File: config.mk
export PLATFORM = sky130hd
export DESIGN_NAME = rk4pp_ram
export DESIGN_NICKNAME = d
export VERILOG_FILES = /design/src/sv/rk4pp_ram.sv
export SDC_FILE = /design/constraint.sdc
export NUM_CORES = 1
export LEC_CHECK = 0
export ABC_AREA = 1
export BUFFER_PORTS_ARGS = -buffer_cell sky130_fd_sc_hd__buf_2
export CAP_MARGIN = 20
export CORE_MARGIN = 4
export CORE_UTILIZATION = 40
export DETAILED_ROUTE_END_ITERATION = 10
export PLACE_DENSITY = 0.59
export SYNTH_ARGS = -nofsm -noshare
export SYNTH_HDL_FRONTEND = slang
export SYNTH_SLANG_ARGS = --single-unit
File: constraint.sdc
create_clock -name clk_i -period 2.75 [get_ports clk_i]
set_input_delay 0.1375 -clock clk_i [delete_from_list [all_inputs] [get_ports clk_i]]
set_output_delay 0.1375 -clock clk_i [all_outputs]
set_load 0.02 [all_outputs]
File: src/sv/rk4pp_ram.sv
// Generic single-write, single-read RAM with registered read data.
`default_nettype none
module rk4pp_ram #(
  parameter int WIDTH = 32,
  parameter int DEPTH = 32,
  parameter int AW    = $clog2(DEPTH)
) (
  input  wire logic             clk_i,
  input  wire logic             we_i,
  input  wire logic [AW-1:0]    waddr_i,
  input  wire logic [WIDTH-1:0] wdata_i,
  input  wire logic [AW-1:0]    raddr_i,
  output logic      [WIDTH-1:0] rdata_o
);

  logic [WIDTH-1:0] mem_q [DEPTH];

  always_ff @(posedge clk_i) begin
    if (we_i) begin
      mem_q[waddr_i] <= wdata_i;
    end
    rdata_o <= mem_q[raddr_i];
  end

endmodule
`default_nettype wire

After elaboration in Yosys (flattened, before gate mapping) --
Memories as Yosys holds them, arrays and structs flattened. A register that Yosys moved wholly into a read port is not among the register bits. Index checks and enable logic that the tools add are counted.
Word-level totals: register bits 0, latch bits 0, bits in writable memories 1024, memory bits (read-only) 0, output and inout bits 32, word-level logic and storage cells 3, memories kept 1
Cells by class: add/sub/neg operators 0, multiply operators 0, div/mod/pow operators 0, $lt $le $gt $ge 0, eq/ne operators 0, shifts and indexed selects 0, multiplexer cells 2, bitwise operators 0, reductions and logical operators 0
Memories:
- mem_q | depth 32, bits a word 32, read ports 1, clocked after Yosys merged registers in 1, wr ports 1, RTL line 16 | logic [WIDTH-1:0] mem_q [DEPTH];
Operator list (number):
- two-way mux 1 bit | 2

Longest topological paths before layout --
Gate-level depths: netlist (run 1).
word-level depth 2, gate-level depth with buffers 12, mapped depth without buffers 9

Worst setup path before layout (run 1) --
No wires, ideal clock.
kind input -> register, start input waddr_i[0], end memory mem_q[0][0], enable pin, arrival time 1.793 ns, data required time 2.329 ns, slack 0.536 ns, stages 3, cell sequence inv_1 -> nand3_1 -> nor2_1
RTL lines:
- from (decl) | RTL line 10 | input wire logic [AW-1:0] waddr_i,
- to (decl) | RTL line 16
No word-level cell before the write port.

Final worst setup path (run 1) --
start register rdata_o[17], read port of mem_q, end output rdata_o[17]
RTL lines:
- from (decl) | RTL line 13 | output logic [WIDTH-1:0] rdata_o
No word-level cell between the ends.

==> results of run 1 <==
-- power by group through the flow --
stage	Clock (mW)	Sequential (mW)	Combinational (mW)
5_1_grt	15.1	18.0	2.34
6_report	14.2	18.0	2.12
3_5_place_dp	0	18.3	2.09
4_1_cts	14.5	18.0	2.14
2_1_floorplan	0	18.4	1.23
3_3_place_gp	0	18.3	2.07
-- metal layers --
| metal | up-vias | GRT usage (%) |
|---|---|---|
| li1 | 12500 | - |
| met1 | 13300 | 26.7 |
| met2 | 921 | 33.9 |
| met3 | 172 | 3.17 |
| met4 | 2 | 5.69 |
| met5 | - | 0 |
-- cells in the final DEF (no fill, tap or decap), drive strengths merged --
master       count
buf            168
bufinv           8
clkbuf         144
clkinv          41
dfxtp           32
diode            1
dlygate4sd3     33
edfxtp        1024
inv             12
nand2         1440
nand3          780
nor2            32
-- through the flow --
step                hold WS, ns  power (mW)  util (%)  cells
floorplan                 0.236        19.6         -   3536
global placement          0.557        20.4      42.2   4877
detailed placement        0.553        20.4      42.2   4877
CTS                      0.0564        34.6      45.8   5105
global route              0.155        35.4      45.8   5106
finish                   0.0844        34.3      45.8   5106
-- final cells by class --
type	count	area, um^2
Multi-Input combinational cell	2252	9670
Antenna cell	1	2.50
Inverter	10	67.6
Clock inverter	51	532
Tap cell	1391	1740
Fill cell	9393	57000
Clock buffer	144	2910
Sequential cell	1056	31400
Timing Repair Buffer	201	1930
-- sequential cells by signal (all words and copies together) (netlist names) --
register / flops
rdata_o: 32
mem_q: 1024
-- worst reg2reg max path: cells and delay by family (launching register included) --
family        cells  cell delay, ns
simple gates      8            0.64
flops             1            0.37
-- cells by family after synthesis --
family,share of synthesized area (%)
and+or+nand+nor,22.2
DFF,74.0
buffers and inverters,3.74
-- how the worst min path moves through the flow --
stage	startpoint	end	slack, ns	cells past startpoint
6_report	raddr_i[1]	rdata_o[6]	0.08	8
5_1_grt	raddr_i[1]	rdata_o[6]	0.16	8
4_1_cts	raddr_i[1]	rdata_o[6]	0.06	8
3_5_place_dp	rdata_o[13]	rdata_o[13]	0.55	1
3_3_place_gp	rdata_o[13]	rdata_o[13]	0.56	1
2_1_floorplan	wdata_i[0]	mem_q[0][0]	0.24	0
-- what timing repair did --
item	in CTS	in global routing
resized for setup	0	0
hold buffers	33	0
buffers inserted	0	0
endpoints found under the setup margin	0	0
hold endpoints to repair	1031	0
==> run metrics, run 1 <==
run status finished clean; Most used DFF post-synth edfxtp_1; Port Buffer Count between 70 and 80; Leak between 15 and 20 nW; Vias about 27000; largest net degree at the start of global routing 140; net load switching power a little under 8 mW; Mapped Cells 3536; Worst Path Class, Setup flop to output port; crit path buf inv count 1; Synthesis Warnings 0; switching share of power roughly 22%; post-route setup slack about 1.1 ns; worst clock skew ~0.024 ns; worst setup path endpoint rdata_o[17]; Hold Crit Class input pin to flop; synth top area cells edfxtp_1 73%, nand2_1 13%, nand3_1 9.2%; Yosys top cell area share 72.5%; period utilisation layout slightly below 60%; Reg clk slew, reported paths around 0.060 ns; maximum clock path buffer count 3; critical-path cell list buf_2; Setup TNS 0 ns; fraction of registers with async set/reset 0%; Final min period 1.60 ns; pwr/cell area slightly above 700 mW/mm^2; finished layout cell area ~0.048 mm^2; metal2 WL about 56000 um; Slew Viols, Final 0; root buffer cell clkbuf_16; HPWL after DPL 56400 um; GRT Resource Usage Total 20.0%; Slew HR roughly half; Post-DP Area 0.0445 mm^2; sequential share of power a little over half; met3 WL between 7000 and 8000 um; worst-skew pair later-pin latency ~0.7 ns; CP top delay family flip-flops; GPL Wtd Cong between 0.7 and 0.8; Top-Level Pins 76; TritonCTS clock tree done; Worst path depth 1; Worst Reg-to-Reg Cells 8; die height ~330 um; number of core rows 119; CP Launch Point rdata_o[17]; worst-path fanout max 1; layout cells sized above 1 about a tenth; combinational power share around 6.2%; count leader, synth nand2_1; Yosys cell types 14; Post-Route WL about 110000 um; GR Overflow Total 0; pre-CTS setup slack 0.763 ns; Post-synth top cells 1440 x nand2_1, 1024 x edfxtp_1, 780 x nand3_1, 83 x buf_2, 66 x buf_6; RSZ-0062 raised after global routing no; Fin. Hold Viols 0; Crit-path slowest cell dfxtp_1; DR WL/cell approximately 22 um; Startpoint Class flop; Initial DRT Pass Iterations 8; vias in the first global route between 20000 and 30000; ANT nets after route 0; die width ~330 um; P&R area growth vs syn 13.8%; CTS sink cnt roughly 1100; DRC errors left 0; Crit path arrival time between 1 and 1.5 ns; r2r startpoint mem_q[28][31]; Reg2Reg Setup Slack between 1.5 and 2 ns; max_cap viols 0; FF-to-FF End rdata_o[31]; WP data required between 2 and 3 ns; starting density of the core 40.3%; mapped cell area 0.0424 mm^2; htree depth 3; Syn Nets between 3000 and 4000; Seq/Total Area, Yosys roughly three quarters; post-synth top area cell edfxtp_1; first-pass GRT wire length 168000 um; DRT iter0 DRCs around 2300; Worst Tran Pin Value around 0.73 ns; Die ar. 0.111 mm^2; via/cell ratio 5.28; CTS Buf Count roughly 110; final-stage net count around 3700; core area roughly 0.11 mm^2; average size of a mapped cell ~12 um^2; Peak VDD IR roughly 0.53 mV; flops & latches, synth around 1100; Clk pwr share between 40% and 50%; met1 wire length approximately 48000 um; number of synthesized flops with an enable pin 1024; top sig layer met5; Pint between 20 and 30 mW; CP max stage delay 0.53 ns; Crit. End Element output port; max frequency between 600 and 700 MHz; # setup viols final 0; initial antenna violation count 3
Power figures use the tool's default switching activity.
==> inputs of run 2 (changes only) <==
--- a/config.mk
+++ b/config.mk
@@ -5,7 +5,7 @@
 export SDC_FILE = /design/constraint.sdc
 export NUM_CORES = 1
 export LEC_CHECK = 0
-export ABC_AREA = 1
+export ABC_AREA = 0
 export BUFFER_PORTS_ARGS = -buffer_cell sky130_fd_sc_hd__buf_2
 export CAP_MARGIN = 20
 export CORE_MARGIN = 4
==> constraint.sdc (replaced) <==
create_clock -name clk_i -period 1.65 [get_ports clk_i]
set_input_delay 0.0825 -clock clk_i [delete_from_list [all_inputs] [get_ports clk_i]]
set_output_delay 0.0825 -clock clk_i [all_outputs]
set_load 0.02 [all_outputs]
==> run 2 against run 1 <==
Net effect:
- sequential share of layout area up 0.17 points
- critical endpoint is now rdata_o[13]
- via count down 20%
- largest power group unchanged
- core utilization up 2.1 points
- critical path type unchanged
- combinational power up 57%
- non-clock buffer count up 107
- count of clock-buffer cells in the layout down 3
==> run metrics, run 2 <==
run status finished clean (unchanged); Post-Route WL 104000 um (was 114000 um); Leak 16.9 nW (was 17.6 nW); # setup viols final 0 (unchanged); post-synthesis xor/xnor area fraction 0% (unchanged); Most used DFF post-synth edfxtp_1 (unchanged); starting density of the core 40.4% (was 40.3%); period utilisation layout between 90 and 100%; placed cells 3766 (was 4877); flops & latches, synth 1056 (unchanged); Die ar. 0.106 mm^2 (was 0.111 mm^2); max frequency roughly 650 MHz; RSZ-0062 raised after global routing no (unchanged); Yosys cell types 25 (was 14); Initial DRT Pass Iterations 5 (was 8); number of post-CTS setup repair buffers 0 (unchanged); Crit. End Element output port (unchanged); mapped cell area 0.0405 mm^2 (was 0.0424 mm^2); CTS Buf Count 101 (was 106); vias in the first global route 21800 (was 25700); Startpoint Class flop (unchanged); root buffer cell clkbuf_16 (unchanged); HP Start raddr_i[0] (was raddr_i[1]); pwr/cell area 1140 mW/mm^2 (was 712 mW/mm^2); Yosys top cell area share 76.0% (was 72.5%); final-stage net count 2588 (was 3671); worst-skew pair later-pin latency 0.67 ns (was 0.69 ns); initial antenna violation count 9 (was 3); maximum clock path buffer count 3 (unchanged); WHS Path Cells 6 (was 8); post-synthesis mux area share 12.7% (was 0%); largest net degree at the start of global routing 33 (was 140); Hold WS 0.0896 ns (was 0.0844 ns); Seq/Total Area, Yosys 77.5% (was 74.0%); r2r startpoint mem_q[3][23] (was mem_q[28][31]); layout cells sized above 1 17.3% (was 9.59%); Largest Register mem_q (unchanged); CP top delay family flip-flops (unchanged); GR Overflow Total 0 (unchanged); Vias 21600 (was 27000); Adder-Cell Fraction of Synth Area 0% (unchanged); pre-CTS setup slack -0.338 ns (was 0.763 ns); count leader, synth edfxtp_1 (was nand2_1); DR WL/cell 26.0 um (was 22.3 um); critical-path cell list buf_2 (unchanged); GPL Wtd Cong 0.829 (was 0.744); number of synthesized flops with an enable pin 1024 (unchanged); Slew HR 55.0% (was 50.9%); Hold EP rdata_o[10] (was rdata_o[6]); GRT Resource Usage Total 19.3% (was 20.0%); crit path buf inv count 1 (unchanged); commonest non-fill, non-tap cells in the layout 1024 x edfxtp_1, 512 x mux2i_1, 112 x buf_4 (was 1440 x nand2_1, 1024 x edfxtp_1, 780 x nand3_1); Syn Nets 2304 (was 3580); Peak VDD IR 0.776 mV (was 0.530 mV); Final min period between 1.5 and 2 ns; Worst Path Class, Setup flop to output port (unchanged); DRT iter0 DRCs 1949 (was 2328); Synth Area in Compound Gates 4.85% (was 0%); Top Registers mem_q x1024, rdata_o x32 (unchanged); DRC errors left 0 (unchanged); Worst Tran Pin Value 0.676 ns (was 0.734 ns); ANT nets after route 0 (unchanged); Mapped Cells 2260 (was 3536); die height 326 um (was 334 um); Reg2Reg Setup Slack 0.14 ns (was 1.59 ns); FF-to-FF End rdata_o[23] (was rdata_o[31]); P&R area growth vs syn 18.8% (was 13.8%); number of core rows 116 (was 119); Fin. Hold Viols 0 (unchanged); Largest register FFs 1024 (unchanged); Top-Level Pins 76 (unchanged); post-route setup slack 0.112 ns (was 1.15 ns); largest family of logic cells by synthesized area multiplexers (was simple AND/OR/NAND/NOR gates); Post-synth top cells 1024 x edfxtp_1, 512 x mux2i_1, 98 x nand2_1, 98 x nand3_1 (was 1440 x nand2_1, 1024 x edfxtp_1, 780 x nand3_1, 83 x buf_2, 66 x buf_6); WP data required 1.57 ns (was 2.61 ns); worst clock skew 0.0268 ns (was 0.0242 ns); CTS sink cnt 1056 (unchanged); Hold Crit Class input pin to flop (unchanged); Synthesis Warnings 0 (unchanged); most common cell after layout, fill and taps aside edfxtp_1 (was nand2_1); post-synth top area cell edfxtp_1 (unchanged); via/cell ratio 5.41 (was 5.28); Port Buffer Count 75 (unchanged); Slew Viols, Final 0 (unchanged); Crit path arrival time 1.46 ns (about the same); Post-Layout Cell Count 3990 (was 5106); Reg clk slew, reported paths 0.06 ns (about the same); Worst Reg-to-Reg Cells 5 (was 8); average size of a mapped cell 17.9 um^2 (was 12.0 um^2); core area 0.100 mm^2 (was 0.105 mm^2); htree depth 3 (unchanged); fin util 48.0% (was 45.8%); TritonCTS clock tree done (unchanged); CP max stage delay 0.53 ns (about the same); Synth Area in Simple Gates 3.10% (was 22.2%); synth top area cells edfxtp_1 76%, mux2i_1 13%, a22oi_1 1.8% (was edfxtp_1 73%, nand2_1 13%, nand3_1 9.2%); fraction of registers with async set/reset 0% (unchanged); die width 326 um (was 334 um); worst-path fanout max 2 (was 1); first-pass GRT wire length 151000 um (was 168000 um); max_cap viols 0 (unchanged); Crit-path slowest cell dfxtp_1 (unchanged); HPWL after DPL 63500 um (was 56400 um)
## run 2: where the power goes
part | internal [mW] | switching, mW | leakage, nW
Sequential | 29.8 | 0.194 | 9.49
Clock | 11.9 | 9.69 | 1.50
Combinational | 1.25 | 2.08 | 5.87
## run 2: layout make-up
cell class	instances	area (um^2)
Multi-Input combinational cell	1077	8610
Timing Repair Buffer	308	3330
Tap cell	1357	1700
Antenna cell	4	10.0
Sequential cell	1056	31400
Clock buffer	141	2740
Fill cell	8272	52200
Clock inverter	47	334
## run 2: metrics by stage
| step | TNS (ns) | area (um^2) | total power, mW |
|---|---|---|---|
| after floorplan | -133.57 | 40600 | 32.2 |
| final | 0 | 48100 | 55.0 |
| after CTS | 0 | 48100 | 55.5 |
| after global routing | 0 | 48100 | 56.9 |
| after detailed placement | -1.01 | 44700 | 33.9 |
| after global placement | -0.740 | 44700 | 33.8 |
## run 2: layer usage
metal	vias to the layer above	global-route usage [%]	routed length [um]
met5	-	0	13
met4	2	5.55	2580
met3	140	2.95	5970
met2	637	32.1	50700
met1	11200	26.6	44500
li1	9581	-	-
## run 2: how the worst max path moves through the flow
| stage | from | to | slack, ns | cells after the start |
|---|---|---|---|---|
| after global placement | raddr_i[0] | rdata_o[23] | -0.30 | 7 |
| after floorplan | waddr_i[3] | mem_q[17][0] | -0.27 | 2 |
| after global routing | mem_q[7][23] | rdata_o[23] | 0.04 | 5 |
| after detailed placement | raddr_i[0] | rdata_o[23] | -0.34 | 7 |
| after CTS | mem_q[7][23] | rdata_o[23] | 0.03 | 5 |
| final | rdata_o[13] | rdata_o[13] | 0.11 | 1 |
## run 2: what timing repair did
item,CTS,global route
hold buffers,32,0
gates resized for setup,1,0
endpoints found under the setup margin,1,0
hold endpoints to repair,1024,0
## run 2: logic make-up after synthesis
| logic type | Yosys count |
|---|---|
| flip-flops | 1056 |
| AND/OR/NAND/NOR | 277 |
| buffers and inverters | 127 |
| AO/OA/AOI/OAI | 288 |
| multiplexers | 512 |
