### config.mk
export PLATFORM = sky130hd
export DESIGN_NAME = rk4pp_alu
export DESIGN_NICKNAME = d
export VERILOG_FILES = /design/src/sv/rk4pp_pkg.sv /design/src/sv/rk4pp_alu.sv
export SDC_FILE = /design/constraint.sdc
export NUM_CORES = 2
export LEC_CHECK = 0
export ABC_AREA = 1
export BUFFER_PORTS_ARGS = -buffer_cell sky130_fd_sc_hd__buf_2
export CELL_PAD_IN_SITES_DETAIL_PLACEMENT = 2
export CELL_PAD_IN_SITES_GLOBAL_PLACEMENT = 2
export CORE_ASPECT_RATIO = 0.9
export CORE_UTILIZATION = 40
export CTS_CLUSTER_DIAMETER = 60
export CTS_CLUSTER_SIZE = 14
export DETAILED_ROUTE_END_ITERATION = 8
export GPL_ROUTABILITY_DRIVEN = 0
export PLACE_DENSITY = 0.95
export SLEW_MARGIN = 40
export SYNTH_ARGS = -nofsm -noshare
export SYNTH_HDL_FRONTEND = slang
export SYNTH_SLANG_ARGS = --single-unit
### constraint.sdc
create_clock -name clk_i -period 11.1 [get_ports clk_i]
set_input_delay 2.22 -clock clk_i [delete_from_list [all_inputs] [get_ports clk_i]]
set_output_delay 2.22 -clock clk_i [all_outputs]
set_load 0.02 [all_outputs]
### src/sv/rk4pp_pkg.sv
// Package: types, constants and micro-program decoder of the RK4 predator-prey step block.
`default_nettype none
package rk4pp_pkg;

  localparam int FRAC_BITS_DEF = 24;

  // Configuration registers
  localparam int NUM_REGS  = 8;
  localparam int CFG_IDX_W = 4;
  localparam int CFG_W     = 31;
  localparam int REG_STEP       = 0;
  localparam int REG_BIRTH_SEX  = 1;
  localparam int REG_BIRTH_ASEX = 2;
  localparam int REG_DEATH_SEX  = 3;
  localparam int REG_DEATH_ASEX = 4;
  localparam int REG_GROWTH     = 5;
  localparam int REG_INVK_GOOD  = 6;
  localparam int REG_INVK_HARSH = 7;

  localparam logic [CFG_W-1:0] CFG_RST [NUM_REGS] = '{
    31'd50332, 31'd1677722, 31'd3355443, 31'd251658,
    31'd251658, 31'd2516582, 31'd16777216, 31'd55924053
  };

  // Scratch memory layout
  localparam int RAM_DEPTH = 32;
  localparam int ADDR_W    = 5;
  localparam logic [ADDR_W-1:0] A_P  = 5'd0;
  localparam logic [ADDR_W-1:0] A_PP = 5'd4;
  localparam logic [ADDR_W-1:0] A_K1 = 5'd8;
  localparam logic [ADDR_W-1:0] A_K2 = 5'd12;
  localparam logic [ADDR_W-1:0] A_K3 = 5'd16;
  localparam logic [ADDR_W-1:0] A_K4 = 5'd20;
  localparam logic [ADDR_W-1:0] A_T0 = 5'd24;
  localparam logic [ADDR_W-1:0] A_T1 = 5'd25;
  localparam logic [ADDR_W-1:0] A_T2 = 5'd26;

  // Program segments
  localparam int SEG_W = 4;
  localparam int OFF_W = 5;
  localparam logic [SEG_W-1:0] SEG_LOAD = 4'd0;
  localparam logic [SEG_W-1:0] SEG_D1   = 4'd1;
  localparam logic [SEG_W-1:0] SEG_S1   = 4'd2;
  localparam logic [SEG_W-1:0] SEG_D2   = 4'd3;
  localparam logic [SEG_W-1:0] SEG_S2   = 4'd4;
  localparam logic [SEG_W-1:0] SEG_D3   = 4'd5;
  localparam logic [SEG_W-1:0] SEG_S3   = 4'd6;
  localparam logic [SEG_W-1:0] SEG_D4   = 4'd7;
  localparam logic [SEG_W-1:0] SEG_F0   = 4'd8;
  localparam logic [SEG_W-1:0] SEG_F1   = 4'd9;
  localparam logic [SEG_W-1:0] SEG_F2   = 4'd10;
  localparam logic [SEG_W-1:0] SEG_F3   = 4'd11;
  localparam logic [SEG_W-1:0] SEG_LAST = SEG_F3;

  localparam int ACC_W = 36;

  typedef enum logic [3:0] {
    OP_MULF, OP_MULH, OP_ADD, OP_SUB, OP_RSUB,
    OP_ACC0, OP_ACC1, OP_DIV, OP_LOAD, OP_UPD
  } op_e;

  typedef enum logic [3:0] {
    B_RAM, B_STEP, B_BS, B_BA, B_DS, B_DA, B_GROW, B_INVK, B_ONE, B_Q25, B_Q50
  } bsrc_e;

  typedef enum logic [2:0] {
    ST_IDLE, ST_RD, ST_EX, ST_DIV, ST_WB, ST_FIN
  } state_e;

  typedef struct packed {
    op_e              op;
    logic [ADDR_W-1:0] a;
    bsrc_e            bsrc;
    logic [ADDR_W-1:0] b;
    logic [ADDR_W-1:0] d;
    logic [1:0]       pidx;
  } uop_t;

  typedef struct packed {
    logic ex_en;
    logic wb_en;
    op_e  op;
  } alu_ctrl_t;

  function automatic logic signed [31:0] sat32(logic signed [64:0] x);
    logic signed [31:0] r;
    if (x > 65'sd2147483647) r = 32'sh7fffffff;
    else if (x < -65'sd2147483648) r = 32'sh80000000;
    else r = x[31:0];
    return r;
  endfunction

  function automatic uop_t mk(op_e op, logic [ADDR_W-1:0] a, bsrc_e bs,
                              logic [ADDR_W-1:0] b, logic [ADDR_W-1:0] d, logic [1:0] p);
    uop_t u;
    u.op = op; u.a = a; u.bsrc = bs; u.b = b; u.d = d; u.pidx = p;
    return u;
  endfunction

  // One derivative evaluation: v at vb..vb+3, result at db..db+3
  function automatic uop_t deriv_uop(logic [OFF_W-1:0] off, logic [ADDR_W-1:0] vb,
                                     logic [ADDR_W-1:0] db);
    uop_t u;
    unique case (off)
      5'd0:  u = mk(OP_MULF, vb + 5'd3, B_Q25,  A_T0, A_T0, 2'd0);
      5'd1:  u = mk(OP_MULF, vb + 5'd2, B_Q25,  A_T0, A_T1, 2'd0);
      5'd2:  u = mk(OP_ADD,  A_T0,      B_RAM,  A_T1, A_T0, 2'd0);
      5'd3:  u = mk(OP_MULF, vb,        B_BS,   A_T0, A_T1, 2'd0);
      5'd4:  u = mk(OP_MULF, A_T1,      B_RAM,  A_T0, A_T1, 2'd0);
      5'd5:  u = mk(OP_MULF, vb,        B_DS,   A_T0, A_T2, 2'd0);
      5'd6:  u = mk(OP_SUB,  A_T1,      B_RAM,  A_T2, db,   2'd0);
      5'd7:  u = mk(OP_MULF, vb + 5'd3, B_Q50,  A_T0, A_T0, 2'd0);
      5'd8:  u = mk(OP_MULF, vb + 5'd1, B_BA,   A_T0, A_T1, 2'd0);
      5'd9:  u = mk(OP_MULF, A_T1,      B_RAM,  A_T0, A_T1, 2'd0);
      5'd10: u = mk(OP_MULF, vb + 5'd1, B_DA,   A_T0, A_T2, 2'd0);
      5'd11: u = mk(OP_SUB,  A_T1,      B_RAM,  A_T2, db + 5'd1, 2'd0);
      5'd12: u = mk(OP_MULF, vb + 5'd2, B_GROW, A_T0, A_T0, 2'd0);
      5'd13: u = mk(OP_MULF, vb + 5'd2, B_INVK, A_T0, A_T1, 2'd0);
      5'd14: u = mk(OP_RSUB, A_T1,      B_ONE,  A_T0, A_T1, 2'd0);
      5'd15: u = mk(OP_MULF, A_T0,      B_RAM,  A_T1, A_T0, 2'd0);
      5'd16: u = mk(OP_MULF, vb,        B_Q25,  A_T0, A_T1, 2'd0);
      5'd17: u = mk(OP_MULF, vb + 5'd2, B_RAM,  A_T1, A_T1, 2'd0);
      5'd18: u = mk(OP_SUB,  A_T0,      B_RAM,  A_T1, db + 5'd2, 2'd0);
      5'd19: u = mk(OP_MULF, vb + 5'd3, B_GROW, A_T0, A_T0, 2'd0);
      5'd20: u = mk(OP_MULF, vb + 5'd3, B_INVK, A_T0, A_T1, 2'd0);
      5'd21: u = mk(OP_RSUB, A_T1,      B_ONE,  A_T0, A_T1, 2'd0);
      5'd22: u = mk(OP_MULF, A_T0,      B_RAM,  A_T1, A_T0, 2'd0);
      5'd23: u = mk(OP_MULF, vb + 5'd1, B_Q50,  A_T0, A_T1, 2'd0);
      5'd24: u = mk(OP_MULF, vb,        B_Q25,  A_T0, A_T2, 2'd0);
      5'd25: u = mk(OP_ADD,  A_T1,      B_RAM,  A_T2, A_T1, 2'd0);
      5'd26: u = mk(OP_MULF, vb + 5'd3, B_RAM,  A_T1, A_T1, 2'd0);
      5'd27: u = mk(OP_SUB,  A_T0,      B_RAM,  A_T1, db + 5'd3, 2'd0);
      default: u = mk(OP_LOAD, A_T2,    B_RAM,  A_T2, A_T2, 2'd0);
    endcase
    return u;
  endfunction

  // Intermediate point: pp = p + k*h (half or full)
  function automatic uop_t step_uop(logic [OFF_W-1:0] off, logic [ADDR_W-1:0] kb,
                                    logic half);
    uop_t u;
    logic [ADDR_W-1:0] i;
    i = {3'd0, off[2:1]};
    if (!off[0]) u = mk(half ? OP_MULH : OP_MULF, kb + i, B_STEP, A_T0, A_T0, 2'd0);
    else u = mk(OP_ADD, A_P + i, B_RAM, A_T0, A_PP + i, 2'd0);
    return u;
  endfunction

  // Final update of population i
  function automatic uop_t final_uop(logic [OFF_W-1:0] off, logic [1:0] i);
    uop_t u;
    logic [ADDR_W-1:0] ia;
    ia = {3'd0, i};
    unique case (off)
      5'd0: u = mk(OP_ACC0, A_K1 + ia, B_RAM,  A_K2 + ia, A_T0, i);
      5'd1: u = mk(OP_ACC1, A_K3 + ia, B_RAM,  A_K4 + ia, A_T0, i);
      5'd2: u = mk(OP_DIV,  A_T0,      B_RAM,  A_T0,      A_T0, i);
      5'd3: u = mk(OP_MULF, A_T0,      B_STEP, A_T0,      A_T0, i);
      5'd4: u = mk(OP_UPD,  A_P + ia,  B_RAM,  A_T0,      A_T0, i);
      default: u = mk(OP_LOAD, A_T2,   B_RAM,  A_T2,      A_T2, 2'd0);
    endcase
    return u;
  endfunction

  function automatic uop_t decode_uop(logic [SEG_W-1:0] seg, logic [OFF_W-1:0] off);
    uop_t u;
    unique case (seg)
      SEG_LOAD: u = mk(OP_LOAD, A_P, B_RAM, A_P, A_P + {3'd0, off[1:0]}, off[1:0]);
      SEG_D1:   u = deriv_uop(off, A_P,  A_K1);
      SEG_S1:   u = step_uop(off, A_K1, 1'b1);
      SEG_D2:   u = deriv_uop(off, A_PP, A_K2);
      SEG_S2:   u = step_uop(off, A_K2, 1'b1);
      SEG_D3:   u = deriv_uop(off, A_PP, A_K3);
      SEG_S3:   u = step_uop(off, A_K3, 1'b0);
      SEG_D4:   u = deriv_uop(off, A_PP, A_K4);
      SEG_F0:   u = final_uop(off, 2'd0);
      SEG_F1:   u = final_uop(off, 2'd1);
      SEG_F2:   u = final_uop(off, 2'd2);
      SEG_F3:   u = final_uop(off, 2'd3);
      default:  u = mk(OP_LOAD, A_T2, B_RAM, A_T2, A_T2, 2'd0);
    endcase
    return u;
  endfunction

  // Last offset of each segment
  function automatic logic [OFF_W-1:0] seg_last_off(logic [SEG_W-1:0] seg);
    logic [OFF_W-1:0] r;
    unique case (seg)
      SEG_LOAD:                       r = 5'd3;
      SEG_D1, SEG_D2, SEG_D3, SEG_D4: r = 5'd27;
      SEG_S1, SEG_S2, SEG_S3:         r = 5'd7;
      default:                        r = 5'd4;
    endcase
    return r;
  endfunction

endpackage
`default_nettype wire

### src/sv/rk4pp_alu.sv
// Shared arithmetic unit: one registered multiplier, rounding, saturation, accumulator.
`default_nettype none
module rk4pp_alu #(
  parameter int FRAC_BITS = rk4pp_pkg::FRAC_BITS_DEF
) (
  input  wire logic                              clk_i,
  input  wire rk4pp_pkg::alu_ctrl_t              ctrl_i,
  input  wire logic signed [31:0]                a_i,
  input  wire logic signed [31:0]                b_i,
  output logic signed [31:0]                     res_o,
  output logic signed [rk4pp_pkg::ACC_W-1:0]     acc_o
);

  localparam logic signed [64:0] HALF_F = 65'sd1 <<< (FRAC_BITS - 1);
  localparam logic signed [64:0] HALF_H = 65'sd1 <<< FRAC_BITS;

  logic signed [31:0] a_q, b_q;
  logic signed [63:0] prod_q;
  logic signed [rk4pp_pkg::ACC_W-1:0] acc_q, acc_d, a_w, b_w;
  logic signed [64:0] prod_w, sh_f, sh_h, wide;

  always_ff @(posedge clk_i) begin
    if (ctrl_i.ex_en) begin
      a_q    <= a_i;
      b_q    <= b_i;
      prod_q <= a_i * b_i;
    end
    if (ctrl_i.wb_en) begin
      acc_q <= acc_d;
    end
  end

  always_comb begin
    prod_w = 65'(prod_q);
    sh_f   = (prod_w + HALF_F) >>> FRAC_BITS;
    sh_h   = (prod_w + HALF_H) >>> (FRAC_BITS + 1);
    a_w    = rk4pp_pkg::ACC_W'(a_q);
    b_w    = rk4pp_pkg::ACC_W'(b_q);
    acc_d  = acc_q;
    wide   = '0;
    unique case (ctrl_i.op)
      rk4pp_pkg::OP_MULF: wide = sh_f;
      rk4pp_pkg::OP_MULH: wide = sh_h;
      rk4pp_pkg::OP_ADD,
      rk4pp_pkg::OP_UPD:  wide = 65'(a_q) + 65'(b_q);
      rk4pp_pkg::OP_SUB:  wide = 65'(a_q) - 65'(b_q);
      rk4pp_pkg::OP_RSUB: wide = 65'(b_q) - 65'(a_q);
      rk4pp_pkg::OP_ACC0: acc_d = a_w + (b_w <<< 1);
      rk4pp_pkg::OP_ACC1: acc_d = acc_q + (a_w <<< 1) + b_w;
      default:            wide = '0;
    endcase
    res_o = rk4pp_pkg::sat32(wide);
    acc_o = acc_q;
  end

endmodule
`default_nettype wire

==> flow_summary.yaml, run 1 <==
outcome:
  outcome: "aborted with a tool error"
  stop_stage: "5_1_grt"
  tool.error: "[ERROR GRT-0116] Global routing finished with congestion. Check the congestion regions in the DRC Viewer."
synthesis:
  syn-num-nets: 8906
  synth_edf_count: 141
  syn-cell-area_sq_mm: 0.0555
  yosys-top-cells-area: "fa_1 40%, inv_1 14%, nand2_1 12%, ha_1 7.7%, edfxtp_1 7.6%"
  async_flop_share_pct: 0
  ys_ff_latch: 141
  yosysTopAreaCell: "fa_1"
  synth_common_cells: "2007 x inv_1, 1821 x nand2_1, 1120 x fa_1, 375 x nor2_1, 360 x a21oi_1"
  ys_warn_count: 0
  synth_cell_types: 67
  ys_seq_area_share_pct: 7.62
  ys.flop_type: "edfxtp_1"
  synth_top_area_share_pct: 40.4
  syn_inst: 7371
  yosysMostFrequentCell: "inv_1"
  avgSynthCellArea_sq_um: 7.54
clock_tree:
  cts.sinks: 141
  cts_root_buf: "clkbuf_16"
  holdBufCountCts: 0
  ctsResizeCount: 0
  cts_inserted_buffers: 17
  max-clock-path-buffers: 2
  htreeDepth: 4
  post_cts_buffers: 0
global_route:
  grt_usage_pct: 60.3
  grt_max_degree: 61
  grt_pass1_vias: 73500
  grt-ovfl-total: 16
  grt_pass1_wl_microns: 587000
floorplan:
  dieWidth_microns: 395
  start_util_pct: 40.3
  num_rows: 129
  die-height_microns: 356
  io_pins: 139
placement:
  port_buffers: 138
  placed_cells: 9195
  dpl.hpwl_microns: 294000
-- layer usage --
metal,global-route usage (%),overflow
met1,58.8,0
met2,80.9,11
met3,41.9,0
met4,59.9,5
met5,16.8,0
-- logic make-up after synthesis --
logic type | synth area share [%]
AOI/OAI and AO/OA | 8.17
xor gates and xnor gates | 1.37
adders and majority gates | 48.1
buffers and inverters | 15.7
DFF | 7.62
muxes | 0.0180
and+or+nand+nor | 19.0
-- per-stage QoR --
stage	setup WS [ns]	instance area, sq um	setup TNS, ns	util [%]
after floorplan	1.56	55500	0	-
after CTS	0.384	59000	0	42.9
after detailed placement	-0.0818	58400	-0.121	42.4
after global placement	0.928	58400	0	42.4
==> run 2, diff against run 1 <==
==> config.mk (replaced) <==
export PLATFORM = sky130hd
export DESIGN_NAME = rk4pp_alu
export DESIGN_NICKNAME = d
export VERILOG_FILES = /design/src/sv/rk4pp_pkg.sv /design/src/sv/rk4pp_alu.sv
export SDC_FILE = /design/constraint.sdc
export NUM_CORES = 2
export LEC_CHECK = 0
export ABC_AREA = 1
export BUFFER_PORTS_ARGS = -buffer_cell sky130_fd_sc_hd__buf_2
export CORE_UTILIZATION = 40
export DETAILED_ROUTE_END_ITERATION = 8
export GPL_ROUTABILITY_DRIVEN = 0
export PLACE_DENSITY_LB_ADDON = 0.15
export SLEW_MARGIN = 40
export SYNTH_ARGS = -nofsm -noshare
export SYNTH_HDL_FRONTEND = slang
export SYNTH_SLANG_ARGS = --single-unit
==> run 2 against run 1 <==
  * The run now ends clean
  * Synthesized cell count is the same
  * Synthesized area is the same
==> flow_summary.yaml, run 2 <==
critical_path:
  worstSetupEndpointType: "flip-flop"
  startpoint: "b_i[2]"
  crit_arrival_ns: 9.95
  critPathSlowestCell: "fa_1"
  cpPeakStageDelay_ns: 0.88
  crit_type: "input pin to flip-flop"
  rr_startpoint: "acc_o[1]$_DFFE_PP_"
  cp.required_ns: 11.35
  startpoint_type: "input pin"
  cpMostUsedCell: "fa_1"
  cp_max_fo: 27
  reg2reg_slack_ns: 7.04
  crit_chain: "buf_2, nand2_1, inv_1, fa_1, fa_1, fa_1, fa_1, buf_4, fa_1, fa_1, fa_1, fa_1, ha_1, nand2_1, nor2_1, inv_1, nor2_1, nand2_1, nor4_1, o21ai_0, nand2_1, xor2_1"
job:
  max_cap_violations: 0
route:
  firstDrtPassIters: 8
  avgViaCountPerCell: 5.21
  route.detailed.drc: 0
  drt-total-wl_microns: 201000
  vias: 47932
  dr.first_iter.drc_count: 4804
  wl_per_cell_microns: 21.8
  ant_nets: 0
clock_tree:
  holdBufCountCts: 0
  clock_latency_ns: 0.47
  post_cts_buffers: 0
  max-clock-path-buffers: 2
  cts_tree: "yes"
  cts_inserted_buffers: 17
  cts.sinks: 141
  cts_root_buf: "clkbuf_16"
  path_clk_slew_ns: 0.07
  htreeDepth: 4
  ctsResizeCount: 0
timing:
  setup_viol: 0
  min_period_ns: 9.70
  relSlewSlack_pct: 39.0
  rsz0062_at_grt: "false"
  drv_slew: 0
  fin_crit_sh_pct: 87.4
  hold_viol: 0
  timing.fmax_ghz: 0.103
  tightest_slew_ns: 0.915
  layout_setup_ws_ns: 1.40
  finalSetupTns_ns: 0
  skew_ns: 0.0140
placement:
  dpl.hpwl_microns: 171000
  placed_cells: 9164
  dp_slack_ns: 1.02
  port_buffers: 138
floorplan:
  coreArea_sq_mm: 0.138
  io_pins: 139
  dieArea_sq_mm: 0.140
  num_rows: 136
  start_util_pct: 40.3
  dieWidth_microns: 375
  die-height_microns: 375
synthesis:
  yosysMostFrequentCell: "inv_1"
  syn_inst: 7371
  async_flop_share_pct: 0
  synth_edf_count: 141
  ys.flop_type: "edfxtp_1"
  synth_cell_types: 67
  syn-cell-area_sq_mm: 0.0555
  synth_top_area_share_pct: 40.4
  ys_warn_count: 0
  yosysTopAreaCell: "fa_1"
  ys_seq_area_share_pct: 7.62
  syn-num-nets: 8906
  yosys-top-cells-area: "fa_1 40%, inv_1 14%, nand2_1 12%, ha_1 7.7%, edfxtp_1 7.6%"
  avgSynthCellArea_sq_um: 7.54
  synth_common_cells: "2007 x inv_1, 1821 x nand2_1, 1120 x fa_1, 375 x nor2_1, 360 x a21oi_1"
  ys_ff_latch: 141
final_layout:
  stdcell_count: 9201
  top_register: "prod_q"
  synthToLayoutAreaGrowth_pct: 6.21
  largest_reg_flops: 41
  final_cell_mix: "2006 x inv_1, 1821 x nand2_1, 1120 x fa_1"
  nNetsFinal: 8924
  final_core_util_pct: 42.9
  drive_gt1_share_pct: 5.51
  final_common_cell: "inv_1"
global_route:
  grt-ovfl-total: 0
  grt_pass1_wl_microns: 307000
  grt_usage_pct: 29.1
  antenna_found_initial: 9
  grt_max_degree: 67
  grt_pass1_vias: 49701
outcome:
  outcome: "finished clean"
hold_path:
  min_path_type: "flip-flop to flip-flop"
  min_from: "a_q[0]$_DFFE_PP_"
[run 2: cell counts after synthesis]
No cell type changed its count.
[run 2: layer usage]
layer  share of wire [%]  wire length (microns)  global-route usage (%)  vias to the layer above
li1                    -                      -                       -                    21759
met1                  41                  82300                    38.2                    23758
met2                  46                  92700                    48.2                     2017
met3                 8.2                  16500                    4.63                      392
met4                 4.6                   9330                    11.3                        6
met5               0.017                     34                       0                        -
[run 2: through the flow]
step	hold WS, ns	area [sq um]
2_1_floorplan	0.699	55500
3_3_place_gp	0.780	58400
3_5_place_dp	0.799	58400
4_1_cts	0.818	59000
5_1_grt	0.844	59000
6_report	0.813	59000
[run 2: path summary, 6_finish.rpt]
kind                            cells past startpoint                   end
worst min register to register                      2    acc_o[0]$_DFFE_PP_
worst max-delay path                               22  prod_q[48]$_DFFE_PP_
worst min-delay path                                2    acc_o[0]$_DFFE_PP_
worst max register to register                     18   acc_o[21]$_DFFE_PP_
[run 2: critical path, delay by kind of cell]
kind	cells	cell delay, ns
adders and majority gates	9	4.85
xor gates and xnor gates	1	0.33
AOI/OAI and AO/OA	1	0.20
and+or+nand+nor	7	1.23
buffers and inverters	4	1.06
[run 2: kinds of logic after synthesis]
family	Yosys count	share of synthesized area (%)
xor gates and xnor gates	87	1.37
buffers and inverters	2285	15.7
AOI/OAI and AO/OA	802	8.17
adders and majority gates	1464	48.1
and+or+nand+nor	2591	19.0
DFF	141	7.62
muxes	1	0.0180
[run 2: cell type report]
class / instances / area (sq um)
fillers: 14206 / 78700
inverters: 2034 / 7640
diodes: 5 / 12.5
clock buffers: 17 / 425
multi-input cells: 4945 / 42600
clock inverters: 15 / 128
repair buffers: 250 / 1670
well taps: 1794 / 2240
flip-flops and latches: 141 / 4230
Power of run 2 is left out: the tool's default activity adds up to more than one toggle a clock period on the data nets, which glitch-free logic cannot reach.
